`src/design/ccfd_pkg.sv`:
```
// Shared types, constants and the CRC byte update for the COBS/CRC frame decoder.
// Depends on nothing; every other file of the decoder uses it.
`default_nettype none

package ccfd_pkg;

  // Decoded bytes that the body store can hold.
  localparam int unsigned StoreDepth = 64;
  localparam int unsigned StoreAw    = $clog2(StoreDepth);

  // Raw byte count and decoded byte count both fit in seven bits.
  localparam int unsigned CntW = 7;

  // Byte values with a fixed meaning on the wire.
  localparam logic [7:0] FrameDelim  = 8'h00;
  localparam logic [7:0] CodeMaxRun  = 8'hFF;
  localparam logic [6:0] MinDecoded  = 7'd3;
  localparam logic [15:0] CrcInit    = 16'hFFFF;
  localparam logic [15:0] CrcPoly    = 16'h1021;
  localparam logic [15:0] DropSatVal = 16'hFFFF;

  // Result kinds.
  typedef enum logic [1:0] {
    KIND_BODY  = 2'd0,
    KIND_SHORT = 2'd1,
    KIND_CRC   = 2'd2,
    KIND_OVFL  = 2'd3
  } kind_e;

  // Commands from the controller to the datapath.
  typedef struct packed {
    logic take_byte;   // a wire byte is accepted this cycle
    logic emit_beat;   // load the next body byte into the output register
  } ccfd_cmd_t;

  // Status from the datapath to the controller.
  typedef struct packed {
    logic out_free;     // output register can take a new beat this cycle
    logic burst_start;  // the byte on the input closes a good frame
    logic burst_last;   // the body byte being read is the last of the frame
  } ccfd_sts_t;

  // CRC-16/CCITT-FALSE update over one byte, MSB first.
  function automatic logic [15:0] crc16_byte(input logic [15:0] crc, input logic [7:0] b);
    logic [15:0] c;
    c = crc ^ {b, 8'h00};
    for (int i = 0; i < 8; i++) begin
      if (c[15]) begin
        c = {c[14:0], 1'b0} ^ CrcPoly;
      end else begin
        c = {c[14:0], 1'b0};
      end
    end
    return c;
  endfunction

endpackage

`default_nettype wire

```
`src/design/ccfd_ifs.sv`:
```
// Valid/ready channel interfaces of the frame decoder: wire bytes in, results out.
// Depends on ccfd_pkg for the result kind type.
`default_nettype none

interface ccfd_rx_if;
  logic       valid;
  logic       ready;
  logic [7:0] rx_byte;

  modport source (output valid, output rx_byte, input ready);
  modport sink   (input valid, input rx_byte, output ready);
endinterface

interface ccfd_res_if;
  logic              valid;
  logic              ready;
  ccfd_pkg::kind_e   kind;
  logic [7:0]        body_byte;
  logic              end_of_run;
  logic [15:0]       drops_seen;

  modport source (output valid, output kind, output body_byte, output end_of_run,
                  output drops_seen, input ready);
  modport sink   (input valid, input kind, input body_byte, input end_of_run,
                  input drops_seen, output ready);
endinterface

`default_nettype wire

```
`src/design/ccfd_ctrl.sv`:
```
// Controller of the frame decoder: decides when a wire byte is taken and
// paces the body burst. Depends on ccfd_pkg for the command and status structs.
`default_nettype none

module ccfd_ctrl (
  input  wire                 clk_i,
  input  wire                 rst_ni,
  input  wire                 in_valid_i,
  output logic                in_ready_o,
  input  ccfd_pkg::ccfd_sts_t sts_i,
  output ccfd_pkg::ccfd_cmd_t cmd_o
);
  import ccfd_pkg::*;

  typedef enum logic {
    ST_RUN,
    ST_BURST
  } state_e;

  state_e state_q;
  logic   take;
  logic   beat;

  // Bytes are taken only outside a burst and when the output register is free.
  assign in_ready_o = (state_q == ST_RUN) && sts_i.out_free;
  assign take       = in_valid_i && in_ready_o;
  assign beat       = (state_q == ST_BURST) && sts_i.out_free;

  assign cmd_o.take_byte = take;
  assign cmd_o.emit_beat = beat;

  // State register.
  always_ff @(posedge clk_i or negedge rst_ni) begin
    if (!rst_ni) begin
      state_q <= ST_RUN;
    end else begin
      case (state_q)
        ST_RUN: begin
          if (take && sts_i.burst_start) begin
            state_q <= ST_BURST;
          end
        end
        ST_BURST: begin
          if (beat && sts_i.burst_last) begin
            state_q <= ST_RUN;
          end
        end
        default: state_q <= ST_RUN;
      endcase
    end
  end

endmodule

`default_nettype wire

```
`src/design/ccfd_dpath.sv`:
```
// Datapath of the frame decoder: COBS decode state, running CRC, body store,
// drop counter and the output register. Depends on ccfd_pkg.
`default_nettype none

module ccfd_dpath #(
  parameter int unsigned MAX_BODY  = 62,
  parameter int unsigned RAW_LIMIT = 65
) (
  input  wire                   clk_i,
  input  wire                   rst_ni,
  input  wire [7:0]             rx_byte_i,
  input  ccfd_pkg::ccfd_cmd_t   cmd_i,
  output ccfd_pkg::ccfd_sts_t   sts_o,
  input  wire                   out_ready_i,
  output logic                  out_valid_o,
  output ccfd_pkg::kind_e       kind_o,
  output logic [7:0]            body_byte_o,
  output logic                  end_of_run_o,
  output logic [15:0]           drops_seen_o
);
  import ccfd_pkg::*;

  localparam logic [CntW-1:0] DecCap   = CntW'(MAX_BODY + 2);
  localparam logic [CntW-1:0] RawLimit = CntW'(RAW_LIMIT);

  // Frame state.
  logic [CntW-1:0]    raw_cnt_q, raw_cnt_d;
  logic [CntW-1:0]    dec_cnt_q, dec_cnt_d;
  logic [7:0]         blk_rem_q, blk_rem_d;
  logic               zero_pend_q, zero_pend_d;
  logic [15:0]        crc_q, crc_d;
  logic               fault_q, fault_d;
  logic [15:0]        drop_cnt_q, drop_cnt_d;
  logic               resync_q, resync_d;

  // Body store and burst read side.
  logic [7:0]         store_mem [StoreDepth];
  logic [7:0]         rd_data_q;
  logic               rd_en;
  logic [StoreAw-1:0] rd_addr;
  logic               wr_en;
  logic [7:0]         wr_data;
  logic [StoreAw-1:0] emit_idx_q, emit_idx_d;
  logic [StoreAw-1:0] emit_last_q, emit_last_d;
  logic [CntW-1:0]    burst_len_m1;

  // Output register.
  logic               out_valid_q;
  kind_e              kind_q;
  logic [7:0]         body_byte_q;
  logic               end_q;
  logic [15:0]        drops_q;

  logic               load;
  kind_e              ld_kind;
  logic [7:0]         ld_byte;
  logic               ld_end;
  logic [15:0]        ld_drops;

  logic               is_delim;
  logic               frame_bad;
  logic               put_req;
  logic               clear;
  logic [15:0]        drop_inc;

  assign is_delim     = (rx_byte_i == FrameDelim);
  assign frame_bad    = fault_q || (blk_rem_q != 8'd0) || (dec_cnt_q < MinDecoded);
  assign drop_inc     = (drop_cnt_q == DropSatVal) ? drop_cnt_q : drop_cnt_q + 16'd1;
  assign burst_len_m1 = dec_cnt_q - MinDecoded;

  // Status toward the controller.
  assign sts_o.out_free    = !out_valid_q || out_ready_i;
  assign sts_o.burst_start = is_delim && !resync_q && (raw_cnt_q != '0) && !frame_bad &&
                             (crc_q == 16'd0);
  assign sts_o.burst_last  = (emit_idx_q == emit_last_q);

  // Next state for an accepted byte or a burst beat.
  always_comb begin
    raw_cnt_d   = raw_cnt_q;
    dec_cnt_d   = dec_cnt_q;
    blk_rem_d   = blk_rem_q;
    zero_pend_d = zero_pend_q;
    crc_d       = crc_q;
    fault_d     = fault_q;
    drop_cnt_d  = drop_cnt_q;
    resync_d    = resync_q;
    emit_idx_d  = emit_idx_q;
    emit_last_d = emit_last_q;
    rd_en       = 1'b0;
    rd_addr     = emit_idx_q;
    wr_en       = 1'b0;
    wr_data     = 8'h00;
    put_req     = 1'b0;
    clear       = 1'b0;
    load        = 1'b0;
    ld_kind     = KIND_BODY;
    ld_byte     = 8'h00;
    ld_end      = 1'b0;
    ld_drops    = drop_cnt_q;

    if (cmd_i.take_byte) begin
      if (is_delim) begin
        clear = 1'b1;
        if (resync_q) begin
          resync_d = 1'b0;
        end else if (raw_cnt_q == '0) begin
          // Empty frame: nothing to report.
        end else if (frame_bad) begin
          drop_cnt_d = drop_inc;
          load       = 1'b1;
          ld_kind    = KIND_SHORT;
          ld_end     = 1'b1;
          ld_drops   = drop_inc;
        end else if (crc_q != 16'd0) begin
          drop_cnt_d = drop_inc;
          load       = 1'b1;
          ld_kind    = KIND_CRC;
          ld_end     = 1'b1;
          ld_drops   = drop_inc;
        end else begin
          // Good frame: start reading the body from the first entry.
          emit_idx_d  = '0;
          emit_last_d = burst_len_m1[StoreAw-1:0];
          rd_en       = 1'b1;
          rd_addr     = '0;
        end
      end else if (!resync_q) begin
        if (raw_cnt_q >= RawLimit) begin
          clear      = 1'b1;
          resync_d   = 1'b1;
          drop_cnt_d = drop_inc;
          load       = 1'b1;
          ld_kind    = KIND_OVFL;
          ld_end     = 1'b1;
          ld_drops   = drop_inc;
        end else begin
          raw_cnt_d = raw_cnt_q + CntW'(1);
          if (blk_rem_q == 8'd0) begin
            // Code byte: owe a zero from the previous block, open a new one.
            put_req     = zero_pend_q;
            wr_data     = 8'h00;
            blk_rem_d   = rx_byte_i - 8'd1;
            zero_pend_d = (rx_byte_i != CodeMaxRun);
          end else begin
            put_req   = 1'b1;
            wr_data   = rx_byte_i;
            blk_rem_d = blk_rem_q - 8'd1;
          end
        end
      end
    end

    // Store one decoded byte, or flag the frame when it is too long.
    if (put_req) begin
      if (dec_cnt_q >= DecCap) begin
        fault_d = 1'b1;
      end else begin
        wr_en     = 1'b1;
        dec_cnt_d = dec_cnt_q + CntW'(1);
        crc_d     = crc16_byte(crc_q, wr_data);
      end
    end

    if (clear) begin
      raw_cnt_d   = '0;
      dec_cnt_d   = '0;
      blk_rem_d   = 8'd0;
      zero_pend_d = 1'b0;
      crc_d       = CrcInit;
      fault_d     = 1'b0;
    end

    // Burst beat: hand the read byte to the output and fetch the next one.
    if (cmd_i.emit_beat) begin
      load     = 1'b1;
      ld_kind  = KIND_BODY;
      ld_byte  = rd_data_q;
      ld_end   = sts_o.burst_last;
      ld_drops = drop_cnt_q;
      if (!sts_o.burst_last) begin
        emit_idx_d = emit_idx_q + StoreAw'(1);
        rd_en      = 1'b1;
        rd_addr    = emit_idx_q + StoreAw'(1);
      end
    end
  end

  // Control and frame registers.
  always_ff @(posedge clk_i or negedge rst_ni) begin
    if (!rst_ni) begin
      raw_cnt_q   <= '0;
      dec_cnt_q   <= '0;
      blk_rem_q   <= 8'd0;
      zero_pend_q <= 1'b0;
      crc_q       <= CrcInit;
      fault_q     <= 1'b0;
      drop_cnt_q  <= 16'd0;
      resync_q    <= 1'b0;
      out_valid_q <= 1'b0;
    end else begin
      raw_cnt_q   <= raw_cnt_d;
      dec_cnt_q   <= dec_cnt_d;
      blk_rem_q   <= blk_rem_d;
      zero_pend_q <= zero_pend_d;
      crc_q       <= crc_d;
      fault_q     <= fault_d;
      drop_cnt_q  <= drop_cnt_d;
      resync_q    <= resync_d;
      if (load) begin
        out_valid_q <= 1'b1;
      end else if (out_ready_i) begin
        out_valid_q <= 1'b0;
      end
    end
  end

  // Burst pointers and output payload.
  always_ff @(posedge clk_i) begin
    emit_idx_q  <= emit_idx_d;
    emit_last_q <= emit_last_d;
    if (load) begin
      kind_q      <= ld_kind;
      body_byte_q <= ld_byte;
      end_q       <= ld_end;
      drops_q     <= ld_drops;
    end
  end

  // Body store: one write port, one registered read port.
  always_ff @(posedge clk_i) begin
    if (wr_en) begin
      store_mem[dec_cnt_q[StoreAw-1:0]] <= wr_data;
    end
  end

  always_ff @(posedge clk_i) begin
    if (rd_en) begin
      rd_data_q <= store_mem[rd_addr];
    end
  end

  assign out_valid_o  = out_valid_q;
  assign kind_o       = kind_q;
  assign body_byte_o  = body_byte_q;
  assign end_of_run_o = end_q;
  assign drops_seen_o = drops_q;

endmodule

`default_nettype wire

```
`src/design/cobs_crc_frame_decoder.sv`:
```
// Throughput: one wire byte per cycle while the output register drains.
// A drop result is in the output register in the cycle after its byte. A good
// frame's body goes from the body store's read register to the output register,
// one byte per cycle as it drains; bytes are not taken until the last is loaded.
// Reset: asynchronous, active low; clears frame state, CRC, drop counter and
// output valid. The body store is not cleared.
`default_nettype none

module cobs_crc_frame_decoder #(
  parameter int unsigned MAX_BODY  = 62,
  parameter int unsigned RAW_LIMIT = 65
) (
  input  wire          clk_i,
  input  wire          rst_ni,
  ccfd_rx_if.sink      rx_i,
  ccfd_res_if.source   res_o
);
  import ccfd_pkg::*;

  ccfd_cmd_t cmd;
  ccfd_sts_t sts;

  // Controller: input handshake and burst pacing.
  ccfd_ctrl u_ctrl (
    .clk_i      (clk_i),
    .rst_ni     (rst_ni),
    .in_valid_i (rx_i.valid),
    .in_ready_o (rx_i.ready),
    .sts_i      (sts),
    .cmd_o      (cmd)
  );

  // Datapath: decode, CRC, store and output register.
  ccfd_dpath #(
    .MAX_BODY  (MAX_BODY),
    .RAW_LIMIT (RAW_LIMIT)
  ) u_dpath (
    .clk_i        (clk_i),
    .rst_ni       (rst_ni),
    .rx_byte_i    (rx_i.rx_byte),
    .cmd_i        (cmd),
    .sts_o        (sts),
    .out_ready_i  (res_o.ready),
    .out_valid_o  (res_o.valid),
    .kind_o       (res_o.kind),
    .body_byte_o  (res_o.body_byte),
    .end_of_run_o (res_o.end_of_run),
    .drops_seen_o (res_o.drops_seen)
  );

endmodule

`default_nettype wire

```
`src/flat_wrapper.sv`:
```
// flat-port wrapper written by rule: the top's interface ports become plain ports
module cobs_crc_frame_decoder_flat import ccfd_pkg::*;
#(
  parameter int unsigned MAX_BODY  = 62,
  parameter int unsigned RAW_LIMIT = 65
)
  (clk_i, rst_ni, rx_i_valid, rx_i_rx_byte, rx_i_ready, res_o_valid, res_o_kind, res_o_body_byte, res_o_end_of_run, res_o_drops_seen, res_o_ready);
  ccfd_rx_if rx_i_i ();
  ccfd_res_if res_o_i ();
  input  wire clk_i;
  input  wire rst_ni;
  input wire logic [$bits(rx_i_i.valid)-1:0] rx_i_valid;
  input wire logic [$bits(rx_i_i.rx_byte)-1:0] rx_i_rx_byte;
  output wire logic [$bits(rx_i_i.ready)-1:0] rx_i_ready;
  output wire logic [$bits(res_o_i.valid)-1:0] res_o_valid;
  output wire logic [$bits(res_o_i.kind)-1:0] res_o_kind;
  output wire logic [$bits(res_o_i.body_byte)-1:0] res_o_body_byte;
  output wire logic [$bits(res_o_i.end_of_run)-1:0] res_o_end_of_run;
  output wire logic [$bits(res_o_i.drops_seen)-1:0] res_o_drops_seen;
  input wire logic [$bits(res_o_i.ready)-1:0] res_o_ready;
  assign rx_i_i.valid = rx_i_valid;
  assign rx_i_i.rx_byte = rx_i_rx_byte;
  assign rx_i_ready = rx_i_i.ready;
  assign res_o_valid = res_o_i.valid;
  assign res_o_kind = res_o_i.kind;
  assign res_o_body_byte = res_o_i.body_byte;
  assign res_o_end_of_run = res_o_i.end_of_run;
  assign res_o_drops_seen = res_o_i.drops_seen;
  assign res_o_i.ready = res_o_ready;
  cobs_crc_frame_decoder #(.MAX_BODY(MAX_BODY), .RAW_LIMIT(RAW_LIMIT)) u_core (.clk_i(clk_i), .rst_ni(rst_ni), .rx_i(rx_i_i), .res_o(res_o_i));
endmodule
```
`config.mk`:
```
export PLATFORM = sky130hd
export DESIGN_NAME = cobs_crc_frame_decoder_flat
export DESIGN_NICKNAME = d
export VERILOG_FILES = /design/src/design/ccfd_pkg.sv /design/src/design/ccfd_ifs.sv /design/src/design/ccfd_ctrl.sv /design/src/design/ccfd_dpath.sv /design/src/design/cobs_crc_frame_decoder.sv /design/src/flat_wrapper.sv
export SDC_FILE = /design/constraint.sdc
export NUM_CORES = 1
export LEC_CHECK = 0
export ABC_CLOCK_PERIOD_IN_PS = 4200
export BUFFER_PORTS_ARGS = -buffer_cell sky130_fd_sc_hd__buf_2
export CAP_MARGIN = 20
export CORE_AREA = 2 2 249 202
export CTS_BUF_LIST = sky130_fd_sc_hd__clkbuf_8
export DETAILED_ROUTE_END_ITERATION = 10
export DIE_AREA = 0 0 251 204
export PLACE_DENSITY = 0.8
export RECOVER_POWER = 25
export SLEW_MARGIN = 30
export SYNTH_ARGS = -nofsm -noshare
export SYNTH_HDL_FRONTEND = slang
export SYNTH_HIERARCHICAL = 1
export SYNTH_SLANG_ARGS = --single-unit
```
`constraint.sdc`:
```
create_clock -name clk_i -period 4.2 [get_ports clk_i]
set_input_delay 0.42 -clock clk_i [delete_from_list [all_inputs] [get_ports clk_i]]
set_output_delay 0.42 -clock clk_i [all_outputs]
set_load 0.1 [all_outputs]
```
==> run_results.csv <==
group,metric,value,unit
drt,detailedRoute.firstIterationViolations,2543,
synth,netlist_area,26590,um2
sta,hold_ws,58.15,ps
global_route,grt_first_pass_wirelength,103.8,mm
drt,ant_nets,0,
critical_path,crit_fanout,26,
placement,io_buffers,40,
final_layout,diodes,0,
drt,via_per_inst,6.175,
run_status,status,"finished, violations left",
clock_network,cts_tree,"done",
clock_network,numCtsBuffers,90,
drt,drc,0,
sta,fin_tns_setup,0,ps
synth,postSynthCellCount,2070,
floorplan,pin_count,41,
synth,yosysTopAreaCellShare,62.46,%
synth,ys_types,68,
global_route,grt_overflow,0,
synth,async_flop_share,9.547,%
synth,synth_top_cell_by_area,"edfxtp_1",
placement,gp_congestion,0.9587,
synth,synth-seq-area-share,68.54,%
run_status,violations,"max-capacitance violations, max-slew violations",
clock_network,htreeDepth,3,
clock_network,post_cts_buffers,0,
drt,via_count,17780,
synth,syn_area_per_cell,12.84,um2
pwr,cellPowerDensity,489.4,nW/um2
drt,wl_met3,7.362,mm
drt,top_layer_used,"met4",
global_route,grt_pass1_vias,17430,
clock_network,clk_pin_slew,60,ps
clock_network,clockBufferDepth,3,
global_route,grtUsageTotal,26.88,%
critical_path,end_kind,"flop",
sta,setup_viol,0,
final_layout,mostFrequentLayoutCell,"edfxtp_1",
placement,hpwl,41.63,mm
critical_path,path_delay_family,"simple AND/OR/NAND/NOR gates",
critical_path,path_cells,"or4_1 > nor3b_1 > or3_4 > o31a_2 > buf_4 > o2bb2ai_4 > buf_12 > buf_12 > mux2i_1 > o22ai_1 > nor2_1 > o21ai_1 > o2111a_1",
clock_network,cts_sinks,618,
critical_path,crit_path_top_delay_cell,"or4_1",
final_layout,drive_gt1_share,12.40,%
final_layout,finalCoreUtilization,60.26,%
critical_path,cpPeakStageDelay,590,ps
synth,synth_area_leaders,"edfxtp_1 62%, nand2_1 4.8%, dfrtp_1 4.0%",
sta,clock_skew,37.31,ps
global_route,antenna_found_initial,1,
clock_network,cts_root_buffer,"clkbuf_8",
sta,slew-limit-headroom,-17.30,%
floorplan,die_w,251,um
sta,hold_viol_final,0,
sta,layout_min_cycle_time,4042,ps
critical_path,crit_path_start_kind,"flop",
pwr,peakVddDrop,0.0003705,V
pwr,finalPower,14.44,mW
drt,wl_per_cell,23.84,um
synth,synth_seq_cells,618,
critical_path,crit_required,4620,ps
drt,dr_wl_met2,30.78,mm
sta,fmax,247.4,MHz
synth,synth_nets,2090,
floorplan,die_h,204,um
sta,rsz0062_at_grt,"no",
floorplan,std_cell_rows,73,
synth,yosysWarnings,6,
floorplan,start_util,54.30,%
clock_network,clk_latency,700,ps
critical_path,critPathBufInv,3,
drt,finalWirelength,68.62,mm
global_route,grt_max_degree,107,
drt,firstDrtPassIters,6,
sta,drv_slew,92,
run,drv_cap,2,
critical_path,worstPathArrival,4460,ps
critical_path,crit_top_cell,"buf_12",
synth,synth_top_flop_cell,"edfxtp_1",
synth,synth_edf_count,553,
floorplan,core_region_area,48960,um2
critical_path,crit_type,"flop to flop",
final_layout,final_nets,2199,
floorplan,die_area,51200,um2
final_layout,layout_common_cells,"553 x edfxtp_1, 341 x nand2_1, 151 x nor2_1",
final_layout,area_delta_synth_final,10.96,%
pwr,power.leakage,10.23,nW
sta,post-route-period-util,96.23,%
drt,wl_met1,27.94,mm
sta,worst_slew_pin_slew,1760,ps
hold_path,hold_path.class,"input port to flop",
[cell type report]
type                       count  area [um2]
sequential                   618       18230
clock buffer                  92        1266
tap                          637       797.0
multi-input combinational   1311        7811
fill                        3717       19460
timing repair buffer         140        1027
clock inverter                63       302.8
inverter                      18       67.56
[path summary, 6_finish.rpt]
check	startpoint	to	slack, ps	cells past startpoint
setup / recovery	u_core/u_dpath/raw_cnt_q[2]$_DFFE_PN0P_	u_core/u_dpath/rd_data_q[0]$_DFFE_PP_	160	13
hold / removal	rx_i_valid	u_core/u_ctrl/state_q$_DFF_PN0_	60	3
setup reg to reg	u_core/u_dpath/raw_cnt_q[2]$_DFFE_PN0P_	u_core/u_dpath/rd_data_q[0]$_DFFE_PP_	160	13
hold reg to reg	u_core/u_dpath/zero_pend_q$_DFFE_PN0P_	u_core/u_dpath/zero_pend_q$_DFFE_PN0P_	480	2
max in group asynchronous	rst_ni	u_core/u_dpath/out_valid_o$_DFFE_PN0P_	3210	3
min in group asynchronous	rst_ni	u_core/u_dpath/dec_cnt_q[3]$_DFFE_PN0P_	450	3
[worst register-to-register path, stage by stage (launching register included)]
cell       delay (ps)
dfrtp_1           410
or4_1             590
nor3b_1           320
or3_4             210
o31a_2            250
buf_4             190
o2bb2ai_4         260
buf_12            290
buf_12            270
mux2i_1           290
o22ai_1           120
nor2_1            260
o21ai_1           180
o2111a_1          180
[cell usage after synthesis (all sizes together) (39+ instances only)]
master and n:
edfxtp 553, nand2 341, nor2 151, a21oi 147, mux2i 106, clkbuf 74
and2 62, buf 49, o22ai 49, a211oi 47, dfrtp 43, xnor2 41
a31oi 40, o21ai 39
[logic make-up (layout without fill, tap and decap cells)]
kind of cell,after synthesis,count (layout),synth area share (%)
and+or+nand+nor,703,703,11.96
DFF,618,618,68.54
AOI/OAI and AO/OA,413,413,10.04
buffers and inverters,141,313,2.283
muxes,120,120,4.584
xor gates and xnor gates,67,67,2.207
adders and majority gates,8,8,0.3765
[sequential cells by signal, summed over array words and instances, names as in the netlist]
name                         count
u_core/u_dpath/emit_idx_q        6
u_core/u_dpath/dec_cnt_q         7
u_core/u_dpath/store_mem       512
u_core/u_dpath/fault_q           1
u_core/u_dpath/blk_rem_q         8
u_core/u_dpath/body_byte_o       8
u_core/u_dpath/drops_seen_o     16
u_core/u_dpath/raw_cnt_q         7
u_core/u_dpath/crc_q            16
u_core/u_dpath/drop_cnt_q       16
u_core/u_dpath/emit_last_q       6
u_core/u_dpath/kind_o            2
u_core/u_ctrl/state_q            1
u_core/u_dpath/out_valid_o       1
u_core/u_dpath/zero_pend_q       1
u_core/u_dpath/resync_q          1
u_core/u_dpath/end_of_run_o      1
u_core/u_dpath/rd_data_q         8
[metal layers]
metal	global-route usage, %	vias to the layer above
met5	0	-
met3	6.381	165
met2	40.45	1016
met4	10.78	0
li1	-	7926
met1	38.08	8671
[power breakdown]
part / internal, mW / switching (mW) / total, mW
registers: 7.44 / 0.270 / 7.71
logic: 0.738 / 1.64 / 2.37
clock network: 2.09 / 2.26 / 4.35
[stage by stage]
stage / instance area [um2] / worst slack [ps] / cells
6_report: 29500 / 158.4 / 2879
5_1_grt: 29500 / 28.86 / 2879
4_1_cts: 29550 / 197.8 / 2879
3_5_place_dp: 27970 / 80.38 / 2723
3_3_place_gp: 27970 / 197.4 / 2723
2_1_floorplan: 26590 / 105.8 / 2070
[what timing repair did]
item,4_1_cts,5_1_grt
hold endpoints to repair,43,0
endpoints found under the setup margin,0,1
hold buffers,1,0
resized for setup,0,2
(Power assumes the default switching activity.)
